===== config.mk =====
export PLATFORM = sky130hd
export DESIGN_NAME = button_click_recognizer_top
export DESIGN_NICKNAME = d
export VERILOG_FILES = /design/src/hw/rtl/bcr_pkg.sv /design/src/hw/rtl/button_click_recognizer_top.sv /design/src/hw/rtl/bcr_front.sv /design/src/hw/rtl/bcr_queue.sv /design/src/hw/rtl/bcr_back.sv
export SDC_FILE = /design/constraint.sdc
export NUM_CORES = 1
export LEC_CHECK = 0
export BUFFER_PORTS_ARGS = -buffer_cell sky130_fd_sc_hd__buf_2
export CAP_MARGIN = 20
export CORE_MARGIN = 1
export CORE_UTILIZATION = 55
export CTS_BUF_LIST = sky130_fd_sc_hd__clkbuf_2 sky130_fd_sc_hd__clkbuf_4 sky130_fd_sc_hd__clkbuf_8
export CTS_CLUSTER_DIAMETER = 60
export DETAILED_ROUTE_END_ITERATION = 7
export GPL_ROUTABILITY_DRIVEN = 0
export GPL_TIMING_DRIVEN = 0
export PLACE_DENSITY = 0.84
export SLEW_MARGIN = 20
export SYNTH_ARGS = -nofsm -noshare
export SYNTH_HDL_FRONTEND = slang
export SYNTH_HIERARCHICAL = 1
export SYNTH_SLANG_ARGS = --single-unit

===== constraint.sdc =====
create_clock -name clk -period 11.45 [get_ports clk]
set_input_delay 2.29 -clock clk [delete_from_list [all_inputs] [get_ports clk]]
set_output_delay 2.29 -clock clk [all_outputs]
set_load 0.01 [all_outputs]

===== src/hw/rtl/bcr_pkg.sv =====
// ----------------------------------------------------------------------------
// Button click recognizer package
// Shared codes, defaults and the event bundle passed from front to back.
// ----------------------------------------------------------------------------
package bcr_pkg;

	// Default width of the internal millisecond time base.
	localparam int TIME_BITS_DEF = 32;

	// Widths of the port fields.
	localparam int EVT_TIME_W  = 32;
	localparam int CFG_W       = 16;
	localparam int MAX_EVENTS  = 3;
	localparam int QUEUE_DEPTH = 2;

	// Reset values of the configuration registers.
	localparam logic [CFG_W-1:0] LONG_HOLD_RST = 16'd1000;
	localparam logic [CFG_W-1:0] CLICK_WIN_RST = 16'd300;

	// Configuration register indexes.
	typedef enum logic {
		REG_LONG_HOLD = 1'b0,
		REG_CLICK_WIN = 1'b1
	} cfg_reg_t;

	// Input opcodes. The fourth code is unused and ignored.
	typedef enum logic [1:0] {
		OP_LEVEL  = 2'd0,
		OP_TICK   = 2'd1,
		OP_CANCEL = 2'd2
	} opcode_t;

	// Output event kinds.
	typedef enum logic [2:0] {
		EVT_PRESSED    = 3'd0,
		EVT_RELEASED   = 3'd1,
		EVT_SINGLE     = 3'd2,
		EVT_DOUBLE     = 3'd3,
		EVT_HOLD_START = 3'd4,
		EVT_HOLD_END   = 3'd5,
		EVT_CANCELLED  = 3'd6
	} evt_kind_t;

	// All events caused by one input item, first event in slot 0.
	typedef struct packed {
		logic [1:0]                            cnt;
		evt_kind_t [MAX_EVENTS-1:0]            kind;
		logic [MAX_EVENTS-1:0][EVT_TIME_W-1:0] stamp;
	} evt_bundle_t;

endpackage


===== src/hw/rtl/button_click_recognizer_top.sv =====
// ----------------------------------------------------------------------------
// Button click recognizer
// Turns timestamped button samples, ticks and cancels into click events.
// ----------------------------------------------------------------------------
// Each request on the input stream is a level sample, a time tick or a cancel
// with a millisecond timestamp; the block answers with zero to three events
// (pressed, released, single click, double click, long hold start, long hold
// end, cancelled), and the last event caused by one request carries tlast.
// The front end takes a request in every cycle while its two-entry bundle
// queue has room, updates the button state in that same cycle, and files all
// events of the request as one bundle. The back end drains one event per
// cycle while the output is ready; a request with no event files no bundle,
// and the output channel sets the sustained rate. The first event of a
// request passes through the bundle queue and the back end's bundle register
// before it is offered on the output. Configuration writes take effect at the
// clock edge that samples the write enable and should only be made while no
// events are in flight.
module button_click_recognizer_top #(
	parameter int TIME_BITS = bcr_pkg::TIME_BITS_DEF
) (
	input  logic        clk,
	input  logic        arst_n,
	// Configuration: index 0 long hold limit, index 1 click window (ms).
	input  logic        cfg_we,
	input  logic        cfg_index,
	input  logic [15:0] cfg_wdata,
	// Input requests.
	input  logic        s_axis_tvalid,
	output logic        s_axis_tready,
	input  logic [39:0] s_axis_tdata,  // [0] button_level, [32:1] now_time, rest zero
	input  logic [1:0]  s_axis_tuser,  // [1:0] opcode
	// Output events.
	output logic        m_axis_tvalid,
	input  logic        m_axis_tready,
	output logic [31:0] m_axis_tdata,  // [31:0] event_time
	output logic [2:0]  m_axis_tuser,  // [2:0] event_kind
	output logic        m_axis_tlast   // last_of_run
);

	logic                 push, full, q_valid, q_pop;
	bcr_pkg::evt_bundle_t push_bundle, q_head;

	// The front end classifies each request and updates the button state.
	bcr_front #(
		.TIME_BITS(TIME_BITS)
	) u_front (
		.clk        (clk),
		.arst_n     (arst_n),
		.cfg_we     (cfg_we),
		.cfg_index  (cfg_index),
		.cfg_wdata  (cfg_wdata),
		.in_valid   (s_axis_tvalid),
		.in_ready   (s_axis_tready),
		.in_opcode  (s_axis_tuser),
		.in_level   (s_axis_tdata[0]),
		.in_time    (s_axis_tdata[32:1]),
		.push       (push),
		.push_bundle(push_bundle),
		.queue_full (full)
	);

	// The queue lets the front end keep taking requests while events drain.
	bcr_queue u_queue (
		.clk        (clk),
		.arst_n     (arst_n),
		.push       (push),
		.push_bundle(push_bundle),
		.full       (full),
		.pop        (q_pop),
		.not_empty  (q_valid),
		.head       (q_head)
	);

	// The back end serializes a bundle onto the output stream.
	bcr_back u_back (
		.clk      (clk),
		.arst_n   (arst_n),
		.q_valid  (q_valid),
		.q_head   (q_head),
		.q_pop    (q_pop),
		.out_valid(m_axis_tvalid),
		.out_ready(m_axis_tready),
		.out_kind (m_axis_tuser),
		.out_time (m_axis_tdata),
		.out_last (m_axis_tlast)
	);

endmodule


===== src/hw/rtl/bcr_front.sv =====
// ----------------------------------------------------------------------------
// Button click recognizer front end
// Accepts input items, keeps the button state and builds the event bundle.
// ----------------------------------------------------------------------------
module bcr_front #(
	parameter int TIME_BITS = bcr_pkg::TIME_BITS_DEF
) (
	input  logic                        clk,
	input  logic                        arst_n,
	input  logic                        cfg_we,
	input  logic                        cfg_index,
	input  logic [bcr_pkg::CFG_W-1:0]   cfg_wdata,
	input  logic                        in_valid,
	output logic                        in_ready,
	input  logic [1:0]                  in_opcode,
	input  logic                        in_level,
	input  logic [bcr_pkg::EVT_TIME_W-1:0] in_time,
	output logic                        push,
	output bcr_pkg::evt_bundle_t        push_bundle,
	input  logic                        queue_full
);

	logic [bcr_pkg::CFG_W-1:0] hold_limit_q, click_win_q;
	logic                      pressed_q, hold_q, waiting_q, skip_q;
	logic [TIME_BITS-1:0]      press_time_q, rel_time_q;

	logic                      pressed_d, hold_d, waiting_d, skip_d;
	logic [TIME_BITS-1:0]      press_time_d, rel_time_d;
	bcr_pkg::evt_bundle_t      bnd;

	logic [TIME_BITS-1:0]      now_t, since_press, since_rel, limit_ext, win_ext;
	logic                      hold_due, accept;

	assign in_ready = !queue_full;
	assign accept   = in_valid && in_ready;

	assign now_t       = TIME_BITS'(in_time);
	assign limit_ext   = TIME_BITS'(hold_limit_q);
	assign win_ext     = TIME_BITS'(click_win_q);
	// Elapsed time is zero when the timestamp has gone backwards.
	assign since_press = (now_t >= press_time_q) ? now_t - press_time_q : '0;
	assign since_rel   = (now_t >= rel_time_q) ? now_t - rel_time_q : '0;
	assign hold_due    = pressed_q && !hold_q && (since_press >= limit_ext);

	always_comb begin
		logic [bcr_pkg::EVT_TIME_W-1:0] now_o, rel_o;
		now_o        = bcr_pkg::EVT_TIME_W'(now_t);
		rel_o        = bcr_pkg::EVT_TIME_W'(rel_time_q);
		pressed_d    = pressed_q;
		hold_d       = hold_q;
		waiting_d    = waiting_q;
		skip_d       = skip_q;
		press_time_d = press_time_q;
		rel_time_d   = rel_time_q;
		bnd          = '0;
		for (int i = 0; i < bcr_pkg::MAX_EVENTS; i++) begin
			bnd.stamp[i] = now_o;
		end
		unique case (in_opcode)
			bcr_pkg::OP_LEVEL: begin
				if (in_level == pressed_q) begin
					if (in_level && hold_due) begin
						hold_d       = 1'b1;
						bnd.cnt      = 2'd1;
						bnd.kind[0]  = bcr_pkg::EVT_HOLD_START;
					end
				end else if (in_level) begin
					pressed_d    = 1'b1;
					press_time_d = now_t;
					hold_d       = 1'b0;
					bnd.cnt      = 2'd1;
					bnd.kind[0]  = bcr_pkg::EVT_PRESSED;
					if (waiting_q) begin
						waiting_d = 1'b0;
						bnd.cnt   = 2'd2;
						if (since_rel <= win_ext) begin
							skip_d      = 1'b1;
							bnd.kind[1] = bcr_pkg::EVT_DOUBLE;
						end else begin
							// A late second press reports the first click at its release.
							bnd.kind[1]  = bcr_pkg::EVT_SINGLE;
							bnd.stamp[1] = rel_o;
						end
					end
				end else begin
					pressed_d = 1'b0;
					if (hold_due || hold_q) begin
						if (hold_due) begin
							bnd.cnt     = 2'd3;
							bnd.kind[0] = bcr_pkg::EVT_HOLD_START;
							bnd.kind[1] = bcr_pkg::EVT_RELEASED;
							bnd.kind[2] = bcr_pkg::EVT_HOLD_END;
						end else begin
							bnd.cnt     = 2'd2;
							bnd.kind[0] = bcr_pkg::EVT_RELEASED;
							bnd.kind[1] = bcr_pkg::EVT_HOLD_END;
						end
						hold_d    = 1'b0;
						waiting_d = 1'b0;
						skip_d    = 1'b0;
					end else begin
						bnd.cnt     = 2'd1;
						bnd.kind[0] = bcr_pkg::EVT_RELEASED;
						if (skip_q) begin
							skip_d    = 1'b0;
							waiting_d = 1'b0;
						end else begin
							waiting_d  = 1'b1;
							rel_time_d = now_t;
						end
					end
				end
			end
			bcr_pkg::OP_TICK: begin
				if (pressed_q) begin
					if (hold_due) begin
						hold_d      = 1'b1;
						bnd.cnt     = 2'd1;
						bnd.kind[0] = bcr_pkg::EVT_HOLD_START;
					end
				end else if (waiting_q && (since_rel >= win_ext)) begin
					waiting_d   = 1'b0;
					bnd.cnt     = 2'd1;
					bnd.kind[0] = bcr_pkg::EVT_SINGLE;
				end
			end
			bcr_pkg::OP_CANCEL: begin
				if (pressed_q || waiting_q) begin
					bnd.cnt     = 2'd1;
					bnd.kind[0] = bcr_pkg::EVT_CANCELLED;
				end
				pressed_d    = 1'b0;
				hold_d       = 1'b0;
				waiting_d    = 1'b0;
				skip_d       = 1'b0;
				press_time_d = '0;
				rel_time_d   = '0;
			end
			default: begin
			end
		endcase
	end

	assign push        = accept && (bnd.cnt != 2'd0);
	assign push_bundle = bnd;

	always_ff @(posedge clk or negedge arst_n) begin
		if (!arst_n) begin
			hold_limit_q <= bcr_pkg::LONG_HOLD_RST;
			click_win_q  <= bcr_pkg::CLICK_WIN_RST;
		end else if (cfg_we) begin
			unique case (cfg_index)
				bcr_pkg::REG_LONG_HOLD: hold_limit_q <= cfg_wdata;
				bcr_pkg::REG_CLICK_WIN: click_win_q  <= cfg_wdata;
				default: begin
				end
			endcase
		end
	end

	always_ff @(posedge clk or negedge arst_n) begin
		if (!arst_n) begin
			pressed_q    <= 1'b0;
			hold_q       <= 1'b0;
			waiting_q    <= 1'b0;
			skip_q       <= 1'b0;
			press_time_q <= '0;
			rel_time_q   <= '0;
		end else if (accept) begin
			pressed_q    <= pressed_d;
			hold_q       <= hold_d;
			waiting_q    <= waiting_d;
			skip_q       <= skip_d;
			press_time_q <= press_time_d;
			rel_time_q   <= rel_time_d;
		end
	end

endmodule


===== src/hw/rtl/bcr_queue.sv =====
// ----------------------------------------------------------------------------
// Button click recognizer bundle queue
// Two-entry queue of event bundles between the front and the back end.
// ----------------------------------------------------------------------------
module bcr_queue (
	input  logic                 clk,
	input  logic                 arst_n,
	input  logic                 push,
	input  bcr_pkg::evt_bundle_t push_bundle,
	output logic                 full,
	input  logic                 pop,
	output logic                 not_empty,
	output bcr_pkg::evt_bundle_t head
);

	localparam int PTR_W = $clog2(bcr_pkg::QUEUE_DEPTH);

	bcr_pkg::evt_bundle_t     entry_q [bcr_pkg::QUEUE_DEPTH];
	logic [PTR_W-1:0]         wr_ptr_q, rd_ptr_q;
	logic [PTR_W:0]           fill_q;

	assign full      = (fill_q == (PTR_W+1)'(bcr_pkg::QUEUE_DEPTH));
	assign not_empty = (fill_q != '0);
	assign head      = entry_q[rd_ptr_q];

	always_ff @(posedge clk) begin
		if (push) begin
			entry_q[wr_ptr_q] <= push_bundle;
		end
	end

	always_ff @(posedge clk or negedge arst_n) begin
		if (!arst_n) begin
			wr_ptr_q <= '0;
			rd_ptr_q <= '0;
			fill_q   <= '0;
		end else begin
			if (push) begin
				wr_ptr_q <= wr_ptr_q + 1'b1;
			end
			if (pop) begin
				rd_ptr_q <= rd_ptr_q + 1'b1;
			end
			if (push && !pop) begin
				fill_q <= fill_q + 1'b1;
			end else if (pop && !push) begin
				fill_q <= fill_q - 1'b1;
			end
		end
	end

endmodule


===== src/hw/rtl/bcr_back.sv =====
// ----------------------------------------------------------------------------
// Button click recognizer back end
// Takes one bundle at a time and sends its events out one per ready cycle.
// ----------------------------------------------------------------------------
module bcr_back (
	input  logic                           clk,
	input  logic                           arst_n,
	input  logic                           q_valid,
	input  bcr_pkg::evt_bundle_t           q_head,
	output logic                           q_pop,
	output logic                           out_valid,
	input  logic                           out_ready,
	output logic [2:0]                     out_kind,
	output logic [bcr_pkg::EVT_TIME_W-1:0] out_time,
	output logic                           out_last
);

	bcr_pkg::evt_bundle_t bundle_q;
	logic                 busy_q;
	logic [1:0]           idx_q;
	logic                 last_evt, done;

	assign last_evt  = (idx_q == bundle_q.cnt - 2'd1);
	assign done      = busy_q && out_ready && last_evt;
	assign q_pop     = q_valid && (!busy_q || done);

	assign out_valid = busy_q;
	assign out_kind  = bundle_q.kind[idx_q];
	assign out_time  = bundle_q.stamp[idx_q];
	assign out_last  = last_evt;

	always_ff @(posedge clk) begin
		if (q_pop) begin
			bundle_q <= q_head;
		end
	end

	always_ff @(posedge clk or negedge arst_n) begin
		if (!arst_n) begin
			busy_q <= 1'b0;
			idx_q  <= '0;
		end else if (q_pop) begin
			busy_q <= 1'b1;
			idx_q  <= '0;
		end else if (done) begin
			busy_q <= 1'b0;
		end else if (busy_q && out_ready) begin
			idx_q <= idx_q + 2'd1;
		end
	end

endmodule


Word-level counts from Yosys, hierarchy flattened
Memory sizes are Yosys's and may differ from the RTL's. A register that Yosys moved wholly into a read port is not among the register bits.
Index checks and enable logic that the tools add are counted.

word-level totals
  memory bits (writable) = 214
  memories = 1
  output and inout port bits = 38
  bits in registers = 107

cells by class
  bitwise gates (word level) = 1
  mux-type cells = 78
  equal/unequal tests = 19
  $lt $le $gt $ge = 6
  add/sub/neg operators = 8
  reduce and logical (&&, ||, !) cells = 36

memories
  name             depth  bits a word  rd ports  clocked after Yosys merged registers in  wr ports  RTL line         RTL
  u_queue.entry_q  2      107          1         1                                        1         bcr_queue.sv:18  bcr_pkg::evt_bundle_t entry_q [bcr_pkg::QUEUE_DEPTH];

operator list
  operator                                               count
  2-to-1 mux 32 bit                                      14
  one-hot mux 32 bit (2 select lines)                    2
  binary-select mux 32 bit (select 2 bit)                1
  >= comparator 32 x 16 -> 1 bit                         2
  >= comparator 32 bit                                   2
  subtractor 32 bit                                      2
  less-or-equal comparator 32 x 16 -> 1 bit              1
  2-to-1 mux 3 bit                                       10
  2-to-1 mux 6 bit                                       5
  2-to-1 mux 1 bit                                       29
  2-to-1 mux 2 bit                                       10
  inequality test 2 bit, second input constant           7
  AND reduction 6 bit                                    2
  nonzero test 2 bit                                     6
  logical AND 1 bit                                      11
  AND reduction 5 bit                                    2
  one-hot mux 3 bit (3 select lines)                     1
  binary-select mux 3 bit (select 2 bit)                 1
  inequality test 2 x 1 -> 1 bit, second input constant  3
  inequality test 3 x 2 -> 1 bit, second input constant  2
  one-hot mux 1 bit (3 select lines)                     2
  one-hot mux 2 bit (3 select lines)                     1
  AND reduction 2 bit                                    3
  zero test 1 bit                                        5
  17 further kinds                                       24

Depth between registers and ports, before layout
  depth after elaboration = 15
  gate-level depth with buffers = 29
  depth with buffers taken out = 28

Modules after synthesis
The synthesis kept the hierarchy.

by module, submodules not included
  module     area each (µm²)  instances  cells each  sequential area each (µm²)
  bcr_front  10,178.5         1          1,281       2,514.9
  bcr_queue  7,980.2          1          349         6,526.3
  bcr_back   4,274.1          1          261         3,288.2

Worst setup path after synthesis
Ideal clock, no wire load.

  path kind = input port to flip-flop
  start = input port s_axis_tdata[1]
  end = memory u_queue/entry_q[0][0] (netlist bit) (enable)
  path buffers = 2
  library setup time = 0.587 ns
  data required time = 10.863 ns
  slack = -0.058 ns
  stages on the path = 26
  arrival = 10.921 ns
  cells stage by stage = inv_1 -> ha_1 -> inv_1 -> fa_1 -> nand3_1 -> a21oi_1 -> nor2_1 -> o31ai_1 -> a31oi_1 -> a21oi_1 -> o22ai_1 -> clkbuf_1 -> nor2_1 -> ha_1 -> a21oi_1 -> nor2b_1 -> o21ai_0 -> a21oi_1 -> nor3_1 -> o21bai_1 -> a211o_1 -> o21ai_2 -> buf_2 -> o31ai_1 -> o41a_1 -> nor2b_1

between the ends
  cells in the longest elaborated chain, start to end = 13

RTL lines
  item                                                       RTL line                                            RTL
  start, declared                                            button_click_recognizer_top.sv:30                   input logic [39:0] s_axis_tdata,
  subtractor 32 bit or >= comparator 32 bit (tied branches)  bcr_front.sv:41                                     assign since_press = (now_t >= press_time_q) ? now_t - press_time_q : '0;
  2-to-1 mux 32 bit                                          bcr_front.sv:41
  >= comparator 32 x 16 -> 1 bit                             bcr_front.sv:43                                     assign hold_due = pressed_q && !hold_q && (since_press >= limit_ext);
  logical AND 1 bit                                          bcr_front.sv:43
  2-to-1 mux 1 bit or logical OR 1 bit (tied branches)       bcr_front.sv:88, bcr_front.sv:116, bcr_front.sv:87
  2-to-1 mux 2 bit                                           bcr_front.sv:87                                     if (hold_due || hold_q) begin
  2-to-1 mux 2 bit                                           bcr_front.sv:67                                     end else if (in_level) begin
  2-to-1 mux 2 bit                                           bcr_front.sv:61                                     if (in_level == pressed_q) begin
  one-hot mux 2 bit (3 select lines) (*)                     bcr_front.sv:59                                     unique case (in_opcode)
  nonzero test 2 bit (*)                                     bcr_front.sv:144                                    assign push = accept && (bnd.cnt != 2'd0);
  logical AND 1 bit (*)                                      bcr_front.sv:144
  via push                                                   button_click_recognizer_top.sv:40                   logic push, full, q_valid, q_pop;
  2-to-1 mux 1 bit (*)                                       bcr_queue.sv:27                                     if (push) begin
  2-to-1 mux 1 bit (implied by the code) (*)                 bcr_queue.sv:28                                     entry_q[wr_ptr_q] <= push_bundle;
  end, declared                                              bcr_queue.sv:18

Mark *: on every way through the listed nets, which the timed path passes. The rest lies on a longest branch.

Worst setup path in the final report
  start = input port s_axis_tdata[1]
  end = memory u_queue/entry_q[0][8] (netlist bit) (enable)

The elaborated chain is that of the path after synthesis.

==> results.json <==
{
  "run_status": "complete, no violations",
  "finalMaxSlewViolations": 0,
  "startpoint_type": "input pin",
  "fin_crit_sh_pct": 77.2,
  "grt_pass1_wl_um": 82500,
  "rows": 73,
  "cts_buffers": 67,
  "drtIter0Drc": 1636,
  "maxCapViolations": 0,
  "fin_crit_ns": 8.83,
  "grt_pass1_vias": 15600,
  "power_density_nw_per_um2": 238,
  "synth-edff-count": 321,
  "grt_max_degree": 76,
  "worst_pin_slew_ns": 1.03,
  "nets": 2232,
  "dp_hpwl_um": 37500,
  "vias": 15700,
  "path_common_cell": "a21oi_1",
  "wl_per_cell_um": 19.8,
  "synth-async-reset-ratio_pct": 25.0,
  "path_clk_slew_ns": 0.06,
  "post_cts_buffers": 0,
  "end_kind": "flop",
  "syn-instance-count": 1891,
  "fillers": 2939,
  "hold_path.class": "reg -> reg",
  "crit_required_ns": 11.80,
  "yosys_most_used_dff": "edfxtp_1",
  "core_um2": 40000,
  "synth.avg_cell_area_um2": 11.9,
  "syn_nets": 2059,
  "root_buffer": "clkbuf_8",
  "r2r_setup_slack_ns": 4.19,
  "worstPathMaxFanout": 24,
  "final_cells": 2644,
  "grt_use_total_pct": 25.7,
  "hold_viol": 0,
  "die-area_um2": 41600,
  "start_util_pct": 56.1,
  "postCtsResizedCells": 0,
  "final_common_cell": "edfxtp_1",
  "cts_sinks": 428,
  "synthDistinctLibCells": 80,
  "critPathSlowestCell": "o311ai_0",
  "io_buffers": 93,
  "yosysWarnings": 6,
  "ant_nets": 0,
  "critical_path.top_delay_family": "compound AO/OA/AOI/OAI gates",
  "dieHeight_um": 204,
  "drc": 0,
  "htreeDepth": 3,
  "fmax_mhz": 113,
  "relSlewSlack_pct": 30.9,
  "slowest_delay_ns": 0.61,
  "setup_viol": 0,
  "final_cell_mix": "edfxtp_1, nand2_1, mux2_2",
  "antenna_found_initial": 0,
  "ys_seq_elements": 428,
  "crit_buf_inv": 8,
  "wl_um": 52400,
  "crit_arrival_ns": 9.18,
  "drive_gt1_share_pct": 23.6,
  "p_leak_nw": 9.89,
  "die_w_um": 204,
  "gr-total-overflow": 0,
  "clockBufferDepth": 3,
  "peakVddDrop_mv": 0.103,
  "num_io_pins": 102,
  "ys_seq_area_share_pct": 55.0,
  "drtPass1Iterations": 6,
  "insertion_delay_ns": 0.62,
  "grt_setup_unrepaired": "no",
  "fin_worst_skew_ns": 0.0316,
  "syn_area_um2": 22400,
  "avgViaCountPerCell": 5.92,
  "power_mw": 6.00,
  "cts_tree": "done",
  "area_growth_pct": 12.4,
  "cts.hold.buffers_added": 0,
  "dp_cells": 2520,
  "critPathKind": "in -> reg"
}
==> tightest hold or removal path, stage by stage, from the launching register on <==
cell and delay (ns):
dfrtp_1 0.34, nand2_1 0.04, o21ai_0 0.06
==> where the power goes <==
part / leakage [nW] / total, mW / internal, mW / switching, mW
Combinational: 4.89 / 2.45 / 0.997 / 1.45
Clock: 0.721 / 1.31 / 0.722 / 0.588
Sequential: 4.28 / 2.24 / 2.10 / 0.143
==> cells by family (layout without fill, tap and decap cells) <==
group	after synthesis	in the layout	share of synthesized area, %
AO/OA/AOI/OAI	412	412	11.9
XOR/XNOR	46	46	1.88
adder cells (fa/ha/maj)	104	104	5.87
buffers and inverters	270	497	6.03
flip-flops	428	428	55.0
multiplexers	199	199	10.1
other	1	2	0.0167
AND/OR/NAND/NOR	431	431	9.23
==> cells in the mapped netlist, drive strengths merged, types with 6 or more instances <==
master / count / area, um2
edfxtp: 321 / 9640
nand2: 163 / 612
mux2: 159 / 1870
o21ai: 140 / 708
inv: 122 / 458
ha: 102 / 1280
buf: 97 / 704
dfrtp: 97 / 2430
nor2: 90 / 338
a21oi: 85 / 425
clkbuf: 51 / 191
nand2b: 47 / 294
mux2i: 40 / 400
a22o: 31 / 272
xnor2: 25 / 238
nand4: 24 / 150
nand3: 23 / 115
a21o: 22 / 165
xor2: 21 / 184
o21a: 16 / 120
nor3: 15 / 75.1
nor2b: 14 / 87.6
nor4: 12 / 81.3
a211oi: 11 / 82.6
a31oi: 10 / 62.6
dfstp: 10 / 263
and2: 9 / 56.3
o21bai: 9 / 67.6
a21boi: 8 / 60.1
and3: 8 / 50.1
o31ai: 8 / 60.1
o211ai: 7 / 52.6
a211o: 6 / 52.6
o221ai: 6 / 52.6
==> worst paths after layout <==
check	from	to	cells past startpoint
worst max-delay path	s_axis_tdata[1]	u_queue/entry_q[0][8]	30
worst min-delay path	u_front/press_time_q[31]	u_front/press_time_q[31]	2
worst max register to register	u_front/rel_time_q[0]	u_queue/entry_q[0][8]	28
worst min register to register	u_front/press_time_q[31]	u_front/press_time_q[31]	2
max in group asynchronous	arst_n	u_back/idx_q[0]	2
min in group asynchronous	arst_n	u_front/hold_limit_q[0]	1
==> registers in the layout, summed over array words and instances (netlist names) <==
name and cells:
u_front/hold_q 1, u_queue/wr_ptr_q 1, u_front/rel_time_q 32, u_queue/fill_q 2, u_queue/entry_q 214, u_back/out_valid 1, u_back/idx_q 2, u_queue/rd_ptr_q 1
u_front/waiting_q 1, u_front/click_win_q 16, u_front/press_time_q 32, u_back/bundle_q 107, u_front/skip_q 1, u_front/pressed_q 1, u_front/hold_limit_q 16
==> area by class of cell <==
class	instances	area, um2	area share [%]
sequential	428	12300	48.9
inverter	122	458	1.82
timing repair buffer	104	729	2.89
multi-input combinational	1193	8760	34.8
tap	525	657	2.61
clock inverter	24	178	0.705
antenna	1	2.50	0.00993
buffer	148	896	3.55
clock buffer	99	1200	4.76
==> layer usage <==
layer  part of all wire (%)  global-route usage [%]  vias to the layer above
li1                       -                       -                     7228
met2                     50                    44.6                      675
met3                    6.2                    3.86                      108
met4                    2.6                    9.06                        0
met5                      0                       0                        -
met1                     41                    32.7                     7650
==> per-stage QoR <==
stage	setup WS, ns	utilization [%]	TNS (ns)	cell area, um2	hold WS, ns
final	2.62	63.0	0	25200	0.482
after global routing	2.26	63.0	0	25200	0.508
after CTS	2.74	63.0	0	25200	0.481
after detailed placement	2.18	59.6	0	23800	0.468
after global placement	-0.858	58.9	-133.51	23600	0.461
after floorplan	1.99	-	0	22400	0.447
Note: power is estimated with default switching activity, not from simulation.
